## config.mk

```make
export PLATFORM = sky130hd
export DESIGN_NAME = secant_root_step
export DESIGN_NICKNAME = d
export VERILOG_FILES = /design/src/hdl/srs_pkg.sv /design/src/hdl/secant_root_step.sv
export VERILOG_INCLUDE_DIRS = /design/src /design/src/hdl
export SDC_FILE = /design/constraint.sdc
export NUM_CORES = 2
export LEC_CHECK = 0
export BUFFER_PORTS_ARGS = -buffer_cell sky130_fd_sc_hd__buf_2
export CAP_MARGIN = 5
export CORE_ASPECT_RATIO = 1.1
export CORE_MARGIN = 5
export CORE_UTILIZATION = 56
export DETAILED_ROUTE_END_ITERATION = 10
export PLACE_DENSITY_LB_ADDON = 0.2
export RECOVER_POWER = 100
export SLEW_MARGIN = 5
export SYNTH_ARGS = -nofsm -noshare
export SYNTH_HDL_FRONTEND = slang
export SYNTH_SLANG_ARGS = --single-unit
```

## constraint.sdc

```tcl
create_clock -name clk -period 8.87 [get_ports clk]
set_input_delay 1.3305 -clock clk [delete_from_list [all_inputs] [get_ports clk]]
set_output_delay 1.3305 -clock clk [all_outputs]
set_load 0.02 [all_outputs]
```

## src/hdl/secant_root_step_macros.svh

```systemverilog
// ----------------------------------------------------------------------------
// secant_root_step_macros.svh
// Assertion macros for the secant root-search engine. Each macro samples on
// the rising edge of clk and is disabled while rst_n is low.
// ----------------------------------------------------------------------------
`ifndef SECANT_ROOT_STEP_MACROS_SVH
`define SECANT_ROOT_STEP_MACROS_SVH
`ifndef SYNTHESIS
// same-cycle implication
`define SRS_ASSERT_IMP(label, ante, cons) \
  label: assert property (@(posedge clk) disable iff (!rst_n) (ante) |-> (cons)) \
    else $error("secant_root_step: assertion failed");
// next-cycle implication
`define SRS_ASSERT_NEXT(label, ante, cons) \
  label: assert property (@(posedge clk) disable iff (!rst_n) (ante) |=> (cons)) \
    else $error("secant_root_step: assertion failed");
`else
`define SRS_ASSERT_IMP(label, ante, cons)
`define SRS_ASSERT_NEXT(label, ante, cons)
`endif
`endif

```

## src/hdl/srs_pkg.sv

```systemverilog
// ----------------------------------------------------------------------------
// srs_pkg
// Types, codes and helpers shared by the secant root-search engine.
// ----------------------------------------------------------------------------
`default_nettype none

package srs_pkg;

  // fixed-point format of x and err values
  localparam int FRAC_BITS = 16;

  // serial arithmetic step counts
  localparam int CNT_W     = 6;
  localparam int MUL_STEPS = 32;
  localparam int DIV_STEPS = 33;

  // configuration port
  localparam int ADDR_W = 3;
  localparam logic REG_ITER_LIMIT = 1'b0;
  localparam logic REG_TOLERANCE  = 1'b1;
  localparam logic [15:0] ITER_LIMIT_RESET = 16'd100;
  localparam logic [30:0] TOLERANCE_RESET  = 31'd66;

  // operation codes
  localparam logic OP_START = 1'b0;
  localparam logic OP_POINT = 1'b1;

  // status codes
  typedef logic [2:0] status_t;
  localparam status_t STAT_CONTINUE    = 3'd0;
  localparam status_t STAT_CONVERGED   = 3'd1;
  localparam status_t STAT_GAVE_UP     = 3'd2;
  localparam status_t STAT_TOO_MANY    = 3'd3;
  localparam status_t STAT_NOT_STARTED = 3'd4;

  // saturation limits of a Q16.16 word
  localparam logic [31:0] X_MAX = 32'h7FFF_FFFF;
  localparam logic [31:0] X_MIN = 32'h8000_0000;

  typedef struct packed {
    logic               operation;
    logic signed [31:0] first_x;
    logic signed [31:0] first_err;
    logic signed [31:0] second_x;
    logic signed [31:0] second_err;
  } in_item_t;

  typedef struct packed {
    status_t            status;
    logic signed [31:0] next_x;
    logic               next_x_valid;
    logic [15:0]        steps_taken;
  } out_item_t;

  // magnitude of a 32-bit two's complement value (2^31 fits unsigned)
  function automatic logic [31:0] mag32(input logic [31:0] v);
    mag32 = v[31] ? (~v + 32'd1) : v;
  endfunction

  // magnitude of a 33-bit difference of two 32-bit values
  function automatic logic [31:0] mag33(input logic [32:0] v);
    logic [32:0] t;
    t = v[32] ? (~v + 33'd1) : v;
    mag33 = t[31:0];
  endfunction

endpackage

`default_nettype wire

```

## src/hdl/secant_root_step.sv

```systemverilog
// ----------------------------------------------------------------------------
// secant_root_step
// Secant root-search engine in signed Q16.16 with an APB register port.
// Path, accept to out_valid: point = tolerance product, decide, secant product,
//   divide setup, divide (one quotient bit a cycle); start skips the tolerance
//   product; equal stored errors skip product and divide, saturation the divide.
// Throughput: one item in flight; in_ready rises together with out_valid.
// Reset (sync, active low) clears the pair and count, loads register defaults.
// ----------------------------------------------------------------------------
`default_nettype none
`include "secant_root_step_macros.svh"

module secant_root_step import srs_pkg::*; (
  input  wire logic              clk,
  input  wire logic              rst_n,
  // input items
  input  wire logic              in_valid,
  output logic                   in_ready,
  input  wire in_item_t          in_data,
  // result items
  output logic                   out_valid,
  input  wire logic              out_ready,
  output out_item_t              out_data,
  // register port
  input  wire logic              psel,
  input  wire logic              penable,
  input  wire logic              pwrite,
  input  wire logic [ADDR_W-1:0] paddr,
  input  wire logic [31:0]       pwdata,
  output logic [31:0]            prdata,
  output logic                   pready
);

  typedef enum logic [2:0] {
    S_IDLE, S_TOL_MUL, S_DECIDE, S_PREP, S_MUL, S_DIV_SETUP, S_DIV, S_FINISH
  } state_t;

  localparam logic [CNT_W-1:0] MUL_LAST = CNT_W'(MUL_STEPS - 1);
  localparam logic [CNT_W-1:0] DIV_LAST = CNT_W'(DIV_STEPS - 1);

  state_t state_r;

  // configuration registers
  logic [15:0] iter_limit_r;
  logic [30:0] tol_r;

  // search state
  logic [31:0] pa_x_r, pa_err_r, pb_x_r, pb_err_r;
  logic [31:0] sem_r;
  logic [15:0] step_r;
  logic        started_r;

  // item and datapath registers
  in_item_t         item_r;
  status_t          status_r;
  logic [CNT_W-1:0] cnt_r;
  logic [63:0]      mul_p_r;
  logic [31:0]      mul_m_r;
  logic [31:0]      div_d_r;
  logic [31:0]      rem_r;
  logic [32:0]      quo_r;
  logic             q_neg_r;
  logic             ovf_r;
  logic             guess_valid_r;
  logic             out_valid_r;
  out_item_t        out_data_r;

  // ---------------- register port ----------------
  logic cfg_wr;
  assign cfg_wr = psel && penable && pwrite;
  assign pready = 1'b1;

  always_ff @(posedge clk) begin
    if (!rst_n) begin
      iter_limit_r <= ITER_LIMIT_RESET;
      tol_r        <= TOLERANCE_RESET;
    end else if (cfg_wr) begin
      case (paddr[2])
        REG_ITER_LIMIT: iter_limit_r <= pwdata[15:0];
        REG_TOLERANCE:  tol_r        <= pwdata[30:0];
        default: ;
      endcase
    end
  end

  always_comb begin
    case (paddr[2])
      REG_ITER_LIMIT: prdata = {16'd0, iter_limit_r};
      REG_TOLERANCE:  prdata = {1'b0, tol_r};
      default:        prdata = '0;
    endcase
  end

  // ---------------- shift-add multiplier step ----------------
  logic [32:0] mul_sum;
  logic [63:0] mul_p_nxt;
  assign mul_sum   = {1'b0, mul_p_r[63:32]} + (mul_p_r[0] ? {1'b0, mul_m_r} : 33'd0);
  assign mul_p_nxt = {mul_sum, mul_p_r[31:1]};

  // ---------------- decision ----------------
  logic [31:0] me, ma, mb, m1, m2, start_mag;
  logic [15:0] step_inc;
  logic [63:0] rel_lhs;
  logic        too_many, abs_conv, rel_conv;
  logic        same_ab, opp_ae, opp_be;
  status_t     dec_status;
  logic        repl_a, repl_b;

  assign me = mag32(item_r.first_err);
  assign ma = mag32(pa_err_r);
  assign mb = mag32(pb_err_r);
  assign m1 = mag32(item_r.first_err);
  assign m2 = mag32(item_r.second_err);
  assign start_mag = (m1 > m2) ? m1 : m2;

  assign step_inc = (step_r != 16'hFFFF) ? step_r + 16'd1 : step_r;
  assign too_many = step_inc > iter_limit_r;
  assign rel_lhs  = {{(32 - FRAC_BITS){1'b0}}, me, {FRAC_BITS{1'b0}}};
  assign abs_conv = me < {1'b0, tol_r};
  assign rel_conv = rel_lhs < mul_p_r;

  // sign relations, zero counting as neither sign
  assign same_ab = (pa_err_r != '0) && (pb_err_r != '0) && (pa_err_r[31] == pb_err_r[31]);
  assign opp_ae  = (pa_err_r != '0) && (item_r.first_err != '0)
                   && (pa_err_r[31] != item_r.first_err[31]);
  assign opp_be  = (pb_err_r != '0) && (item_r.first_err != '0)
                   && (pb_err_r[31] != item_r.first_err[31]);

  always_comb begin
    dec_status = STAT_CONTINUE;
    repl_a     = 1'b0;
    repl_b     = 1'b0;
    if (too_many) begin
      dec_status = STAT_TOO_MANY;
    end else if (abs_conv || rel_conv) begin
      dec_status = STAT_CONVERGED;
    end else if (ma > me && ma > mb) begin
      repl_a = 1'b1;
    end else if (mb > me && mb > ma) begin
      repl_b = 1'b1;
    end else if (same_ab) begin
      if (opp_ae) begin
        repl_a = 1'b1;
      end else if (opp_be) begin
        repl_b = 1'b1;
      end else begin
        dec_status = STAT_GAVE_UP;
      end
    end else begin
      dec_status = STAT_GAVE_UP;
    end
  end

  // ---------------- secant setup ----------------
  logic [32:0] de, dx;
  logic        de_zero;
  assign de      = {pa_err_r[31], pa_err_r} - {pb_err_r[31], pb_err_r};
  assign dx      = {pa_x_r[31], pa_x_r} - {pb_x_r[31], pb_x_r};
  assign de_zero = (de == '0);

  // quotient of 2^33 or more always saturates the guess
  logic ovf_nxt;
  assign ovf_nxt = {1'b0, mul_p_r[63:33]} >= div_d_r;

  // ---------------- restoring divider step ----------------
  logic [32:0] div_t, div_diff;
  logic        div_ge;
  logic [31:0] rem_nxt;
  logic [32:0] quo_nxt;
  assign div_t    = {rem_r, quo_r[32]};
  assign div_diff = div_t - {1'b0, div_d_r};
  assign div_ge   = div_t >= {1'b0, div_d_r};
  assign rem_nxt  = div_ge ? div_diff[31:0] : div_t[31:0];
  assign quo_nxt  = {quo_r[31:0], div_ge};

  // ---------------- final guess ----------------
  logic [34:0] q_s, r_sum;
  logic [31:0] fin_x;
  assign q_s   = q_neg_r ? (~{2'b00, quo_r} + 35'd1) : {2'b00, quo_r};
  assign r_sum = {{3{pb_x_r[31]}}, pb_x_r} - q_s;

  always_comb begin
    if (!guess_valid_r) begin
      fin_x = '0;
    end else if (ovf_r) begin
      fin_x = q_neg_r ? X_MAX : X_MIN;
    end else if (r_sum[34:31] != {4{r_sum[34]}}) begin
      fin_x = r_sum[34] ? X_MIN : X_MAX;
    end else begin
      fin_x = r_sum[31:0];
    end
  end

  logic can_load;
  assign can_load = !out_valid_r || out_ready;

  // ---------------- sequencer ----------------
  always_ff @(posedge clk) begin
    if (!rst_n) begin
      state_r     <= S_IDLE;
      pa_x_r      <= '0;
      pa_err_r    <= '0;
      pb_x_r      <= '0;
      pb_err_r    <= '0;
      sem_r       <= '0;
      step_r      <= '0;
      started_r   <= 1'b0;
      out_valid_r <= 1'b0;
    end else begin
      // a result taken while the next one loads stays valid through S_FINISH
      if (out_valid_r && out_ready && (state_r != S_FINISH)) begin
        out_valid_r <= 1'b0;
      end
      case (state_r)
        S_IDLE: begin
          if (in_valid) begin
            item_r  <= in_data;
            mul_m_r <= sem_r;
            mul_p_r <= {32'd0, 1'b0, tol_r};
            cnt_r   <= '0;
            state_r <= (in_data.operation == OP_START) ? S_DECIDE : S_TOL_MUL;
          end
        end
        S_TOL_MUL: begin
          mul_p_r <= mul_p_nxt;
          cnt_r   <= cnt_r + 1'b1;
          if (cnt_r == MUL_LAST) begin
            state_r <= S_DECIDE;
          end
        end
        S_DECIDE: begin
          if (item_r.operation == OP_START) begin
            pa_x_r    <= item_r.first_x;
            pa_err_r  <= item_r.first_err;
            pb_x_r    <= item_r.second_x;
            pb_err_r  <= item_r.second_err;
            sem_r     <= start_mag;
            step_r    <= '0;
            started_r <= 1'b1;
            status_r  <= STAT_CONTINUE;
          end else if (!started_r) begin
            status_r <= STAT_NOT_STARTED;
          end else begin
            step_r   <= step_inc;
            status_r <= dec_status;
            if (repl_a) begin
              pa_x_r   <= item_r.first_x;
              pa_err_r <= item_r.first_err;
            end
            if (repl_b) begin
              pb_x_r   <= item_r.first_x;
              pb_err_r <= item_r.first_err;
            end
          end
          state_r <= S_PREP;
        end
        S_PREP: begin
          mul_m_r       <= mag33(dx);
          mul_p_r       <= {32'd0, mag32(pb_err_r)};
          div_d_r       <= mag33(de);
          q_neg_r       <= pb_err_r[31] ^ dx[32] ^ de[32];
          guess_valid_r <= !de_zero;
          ovf_r         <= 1'b0;
          cnt_r         <= '0;
          state_r       <= de_zero ? S_FINISH : S_MUL;
        end
        S_MUL: begin
          mul_p_r <= mul_p_nxt;
          cnt_r   <= cnt_r + 1'b1;
          if (cnt_r == MUL_LAST) begin
            state_r <= S_DIV_SETUP;
          end
        end
        S_DIV_SETUP: begin
          ovf_r   <= ovf_nxt;
          rem_r   <= {1'b0, mul_p_r[63:33]};
          quo_r   <= mul_p_r[32:0];
          cnt_r   <= '0;
          state_r <= ovf_nxt ? S_FINISH : S_DIV;
        end
        S_DIV: begin
          rem_r <= rem_nxt;
          quo_r <= quo_nxt;
          cnt_r <= cnt_r + 1'b1;
          if (cnt_r == DIV_LAST) begin
            state_r <= S_FINISH;
          end
        end
        S_FINISH: begin
          if (can_load) begin
            out_data_r.status       <= status_r;
            out_data_r.next_x       <= fin_x;
            out_data_r.next_x_valid <= guess_valid_r;
            out_data_r.steps_taken  <= step_r;
            out_valid_r             <= 1'b1;
            state_r                 <= S_IDLE;
          end
        end
        default: begin
          state_r <= S_IDLE;
        end
      endcase
    end
  end

  assign in_ready  = (state_r == S_IDLE);
  assign out_valid = out_valid_r;
  assign out_data  = out_data_r;

  // ---------------- assertions ----------------
  `SRS_ASSERT_NEXT(a_busy_after_accept, in_valid && in_ready, !in_ready)
  `SRS_ASSERT_IMP(a_divisor_nonzero, state_r == S_DIV, div_d_r != '0)
  `SRS_ASSERT_IMP(a_count_clear_unstarted, !started_r, step_r == '0)
  `SRS_ASSERT_NEXT(a_result_loaded, (state_r == S_FINISH) && can_load, out_valid_r)

endmodule

`default_nettype wire
```

==> out/metrics.sh <==
AREA_USED_BY_MULTI_INPUT_COMBINATIONAL_LOGIC_SQ_UM=25300
DRTANTENNAVIOLNETS=0
PERIOD_NEEDED_NS=7.82
POSTSYNTH.ASYNCRESETSHARE_PCT=0
DRTPASS1ITERATIONS=6
SEQUENTIAL_CELL_AREA_SQ_UM=16200
LAYOUT-DRIVE-GT1-SHARE_PCT=8.13
MAXSLEWVIOLCOUNT=716
FILLERS=6751
GRT.BUSIEST_LAYER='met2'
CTS_BUFFER_COUNT=69
SYNTHFLOPTYPE='edfxtp_1'
FAILED_CHECKS='max-capacitance violations, max-slew violations'
CELLPOWERDENSITY_nW_PER_UM2=298
POST-DP-HPWL_MICRONS=108000
NETLIST_INSTANCES=4827
CTS.PATH.MAX_BUFFERS=3
AVERAGE_VIA_COUNT_PER_STANDARD_CELL=6.11
FINAL_MIN_PERIOD_OVER_CLOCK_PERIOD_PCT=88.1
HOLDCRITPATHCLASS='reg2reg'
POWER_W=0.0142
SYNTH_SEQ_CELLS=614
GP_ROUTABILITY_CONGESTION=0.983
CLOCK_LATENCY_NS=0.65
CTS.REPAIR_TIMING.SETUP_BUFFER_COUNT=0
OVERFLOW=0
PATH_CLASS='reg2reg'
LEAKAGEPOWER_nW=19.9
DRC=0
FLOORPLAN.DIE.WIDTH_MICRONS=276
INITIAL_UTILIZATION_PCT=56.3
MET3_USAGE_PCT=4.80
POST-SYNTH-TOP-AREA-FRACTION_PCT=26.6
FMAXACHIEVABLE_MHz=128
WORST_EP_ARRIVAL_TIME_NS=8.32
CORE_AREA_SQ_UM=77200
DIE_AREA_SQ_UM=83400
LARGEST_NET_DEGREE_AT_THE_START_OF_GLOBAL_ROUTING=105
CTS_TREE='yes'
PIN_COUNT=258
IO_BUFFERS=252
WORST_CLOCK_SKEW_NS=0.0340
UNIQUE_MASTERS_POST_SYNTH=93
SYNTHESIS.NETS=5405
POST_LAYOUT_NONFILLER_INSTANCES=6104
CTS_ROOT_BUF='clkbuf_16'
GRT_PASS1_WL_MICRONS=206000
WORST-PATH-MAX-FANOUT=42
POSTROUTEWIRELENGTH_MICRONS=139000
RUN_STATUS='finished, violations left'
END_KIND='flip-flop'
WORSTSETUPSTARTPOINTTYPE='flip-flop'
ANTENNA_FOUND_INITIAL=3
AREA_GROWTH_SYN_TO_LAYOUT_PCT=9.77
YOSYSMOSTFREQUENTCELL='nand2_1'
YOSYSWARNINGCOUNT=0
SETUP-VIOLATIONS-FINAL=0
DPL.CELL_COUNT=5975
CTS_HOLD_BUFFERS=0
CTSRESIZECOUNT=0
ROUTEDWLPERCELL_MICRONS=22.7
SYNTH-EDFF-COUNT=386
SEQ_AREA_FRAC_SYNTH_PCT=37.1
SYNTH_AREA_LEADER_CELL='edfxtp_1'
YS_TOP_CELLS_BY_AREA='edfxtp_1, ha_1, dfxtp_1'
CP.REQUIRED_NS=9.37
TIGHTESTPINTRANSITION_NS=3.94
POSTLAYOUTCOREUTIL_PCT=61.8
GRT_SETUP_UNREPAIRED='no'
GRT_USE_MET2_PCT=48.6
FINALWORSTSETUPSLACK_NS=1.05
GRTUSAGEMET1_PCT=47.4
SYNTHESIS.AREA_PER_INSTANCE_SQ_UM=9.01
GLOBAL_ROUTING_USAGE_SUMMED_ACROSS_ALL_ROUTING_LAYERS_PCT=32.4
INITIALDRTVIOLATIONCOUNT=4154
SYNTHTOPCELLSBYCOUNT='nand2_1, ha_1, edfxtp_1, o21ai_0, inv_1'
POST_PLACE_SETUP_SLACK_NS=1.75
IRDROPWORSTVDD_mV=0.180
NETLIST_AREA_BEFORE_PLACEMENT_SQ_UM=43500
WORST_SLEW_MARGIN_REL_PCT=-163
SUM_OF_NEGATIVE_SETUP_SLACK_NS=0
FINAL-HOLD-VIOLATION-COUNT=0
CLKSLEWWORSTSETUPHOLDPATHS_NS=0.06
DRV.MAX_CAP_VIOLATION_COUNT=15
NUMBER_OF_GLOBAL_ROUTE_VIAS_BEFORE_REPAIR=34000
FP.DIEH_MICRONS=302
VIA_COUNT=37300
FP-ROW-COUNT=107
CTS.SINK_COUNT=614
HTREE_LEVELS=3
FINAL_NETS=5589
[cells in the final DEF (no fill, tap or decap), types with 37 or more instances in the layout]
| cell | count |
|---|---|
| nand2b_1 | 53 |
| mux2i_1 | 155 |
| ha_1 | 402 |
| edfxtp_1 | 386 |
| clkbuf_1 | 132 |
| nor2b_1 | 37 |
| nand3_1 | 126 |
| and2_1 | 49 |
| o21a_1 | 43 |
| dfxtp_1 | 228 |
| xor2_1 | 147 |
| nor3_1 | 78 |
| buf_2 | 152 |
| inv_1 | 300 |
| o21ai_0 | 320 |
| clkbuf_16 | 73 |
| mux2_2 | 63 |
| nand4_1 | 61 |
| xnor2_1 | 206 |
| o31ai_1 | 56 |
| nand2_1 | 718 |
| a21o_1 | 133 |
| nor2_1 | 264 |
| a21oi_1 | 258 |
[logic make-up after synthesis]
logic type | share of synthesized area, %
simple gates | 17.1
compound gates | 16.9
flops | 37.1
buf+inv | 4.54
fa+ha+maj | 11.9
xor+xnor | 7.18
mux | 5.25
other cells | 0.0173
[critical path, cell delays in order, from the launching register on]
cell	delay, ns
edfxtp_1	0.36
buf_4	0.23
inv_1	0.16
ha_1	0.19
or3b_2	0.49
or4_1	0.63
or4_1	0.57
or2_2	0.35
o21ai_0	0.22
xnor2_1	0.47
inv_1	0.19
ha_1	0.26
a21o_1	0.17
a21o_1	0.17
a21o_1	0.17
a21o_1	0.17
a211oi_1	0.25
o21a_1	0.22
o221ai_1	0.15
o211a_1	0.19
a2111oi_0	1.18
nor2_8	0.33
buf_12	0.35
mux2i_1	0.16
[per-stage QoR]
step                area (sq um)  hold WS (ns)
CTS                        48000         0.420
detailed placement         45700         0.407
finish                     47700         0.424
global route               47700         0.431
floorplan                  43500         0.400
global placement           45700         0.407
[metal layers]
layer  wire, microns  share of wire, %  up-vias
met2           59800                43     1614
met3           12500               9.1      242
li1                -                 -    17800
met4            5750               4.2        0
met5               0                 0        -
met1           60400                44    17700
[worst paths after layout]
kind                             startpoint           end  slack [ns]  cells after the start
worst min-delay path            status_r[2]  out_data[51]        0.42                      0
worst min register to register  status_r[2]  out_data[51]        0.42                      0
worst max-delay path             item_r[64]    pb_x_r[10]        1.05                     23
worst max register to register   item_r[64]    pb_x_r[10]        1.05                     23
[state kept, by name (all words and copies together), names as in the netlist, 3 cells and up]
register      count
cnt_r             6
div_d_r          32
item_r          129
iter_limit_r     16
mul_m_r          32
mul_p_r          64
out_data         52
pa_err_r         32
pa_x_r           32
pb_err_r         32
pb_x_r           32
quo_r            33
rem_r            32
sem_r            32
state_r           3
status_r          3
step_r           16
tol_r            31
[final cells by class]
| type | instances | area share (%) |
|---|---|---|
| Clock inverter | 38 | 0.781 |
| Multi-Input combinational cell | 3714 | 53.1 |
| Clock buffer | 88 | 4.01 |
| Timing Repair Buffer | 309 | 3.17 |
| Antenna cell | 3 | 0.0157 |
| Sequential cell | 614 | 33.8 |
| Tap cell | 1035 | 2.71 |
| Inverter | 303 | 2.38 |
[report_power, final]
group          total [W]  internal [W]  leakage [nW]  switching [W]
sequential       0.00416       0.00370          5.42       0.000458
combinational    0.00714       0.00273          13.4        0.00441
clock            0.00291       0.00169          1.11        0.00122
total             0.0142       0.00812          19.9        0.00609
No activity file was read; power rests on OpenSTA's default activity.
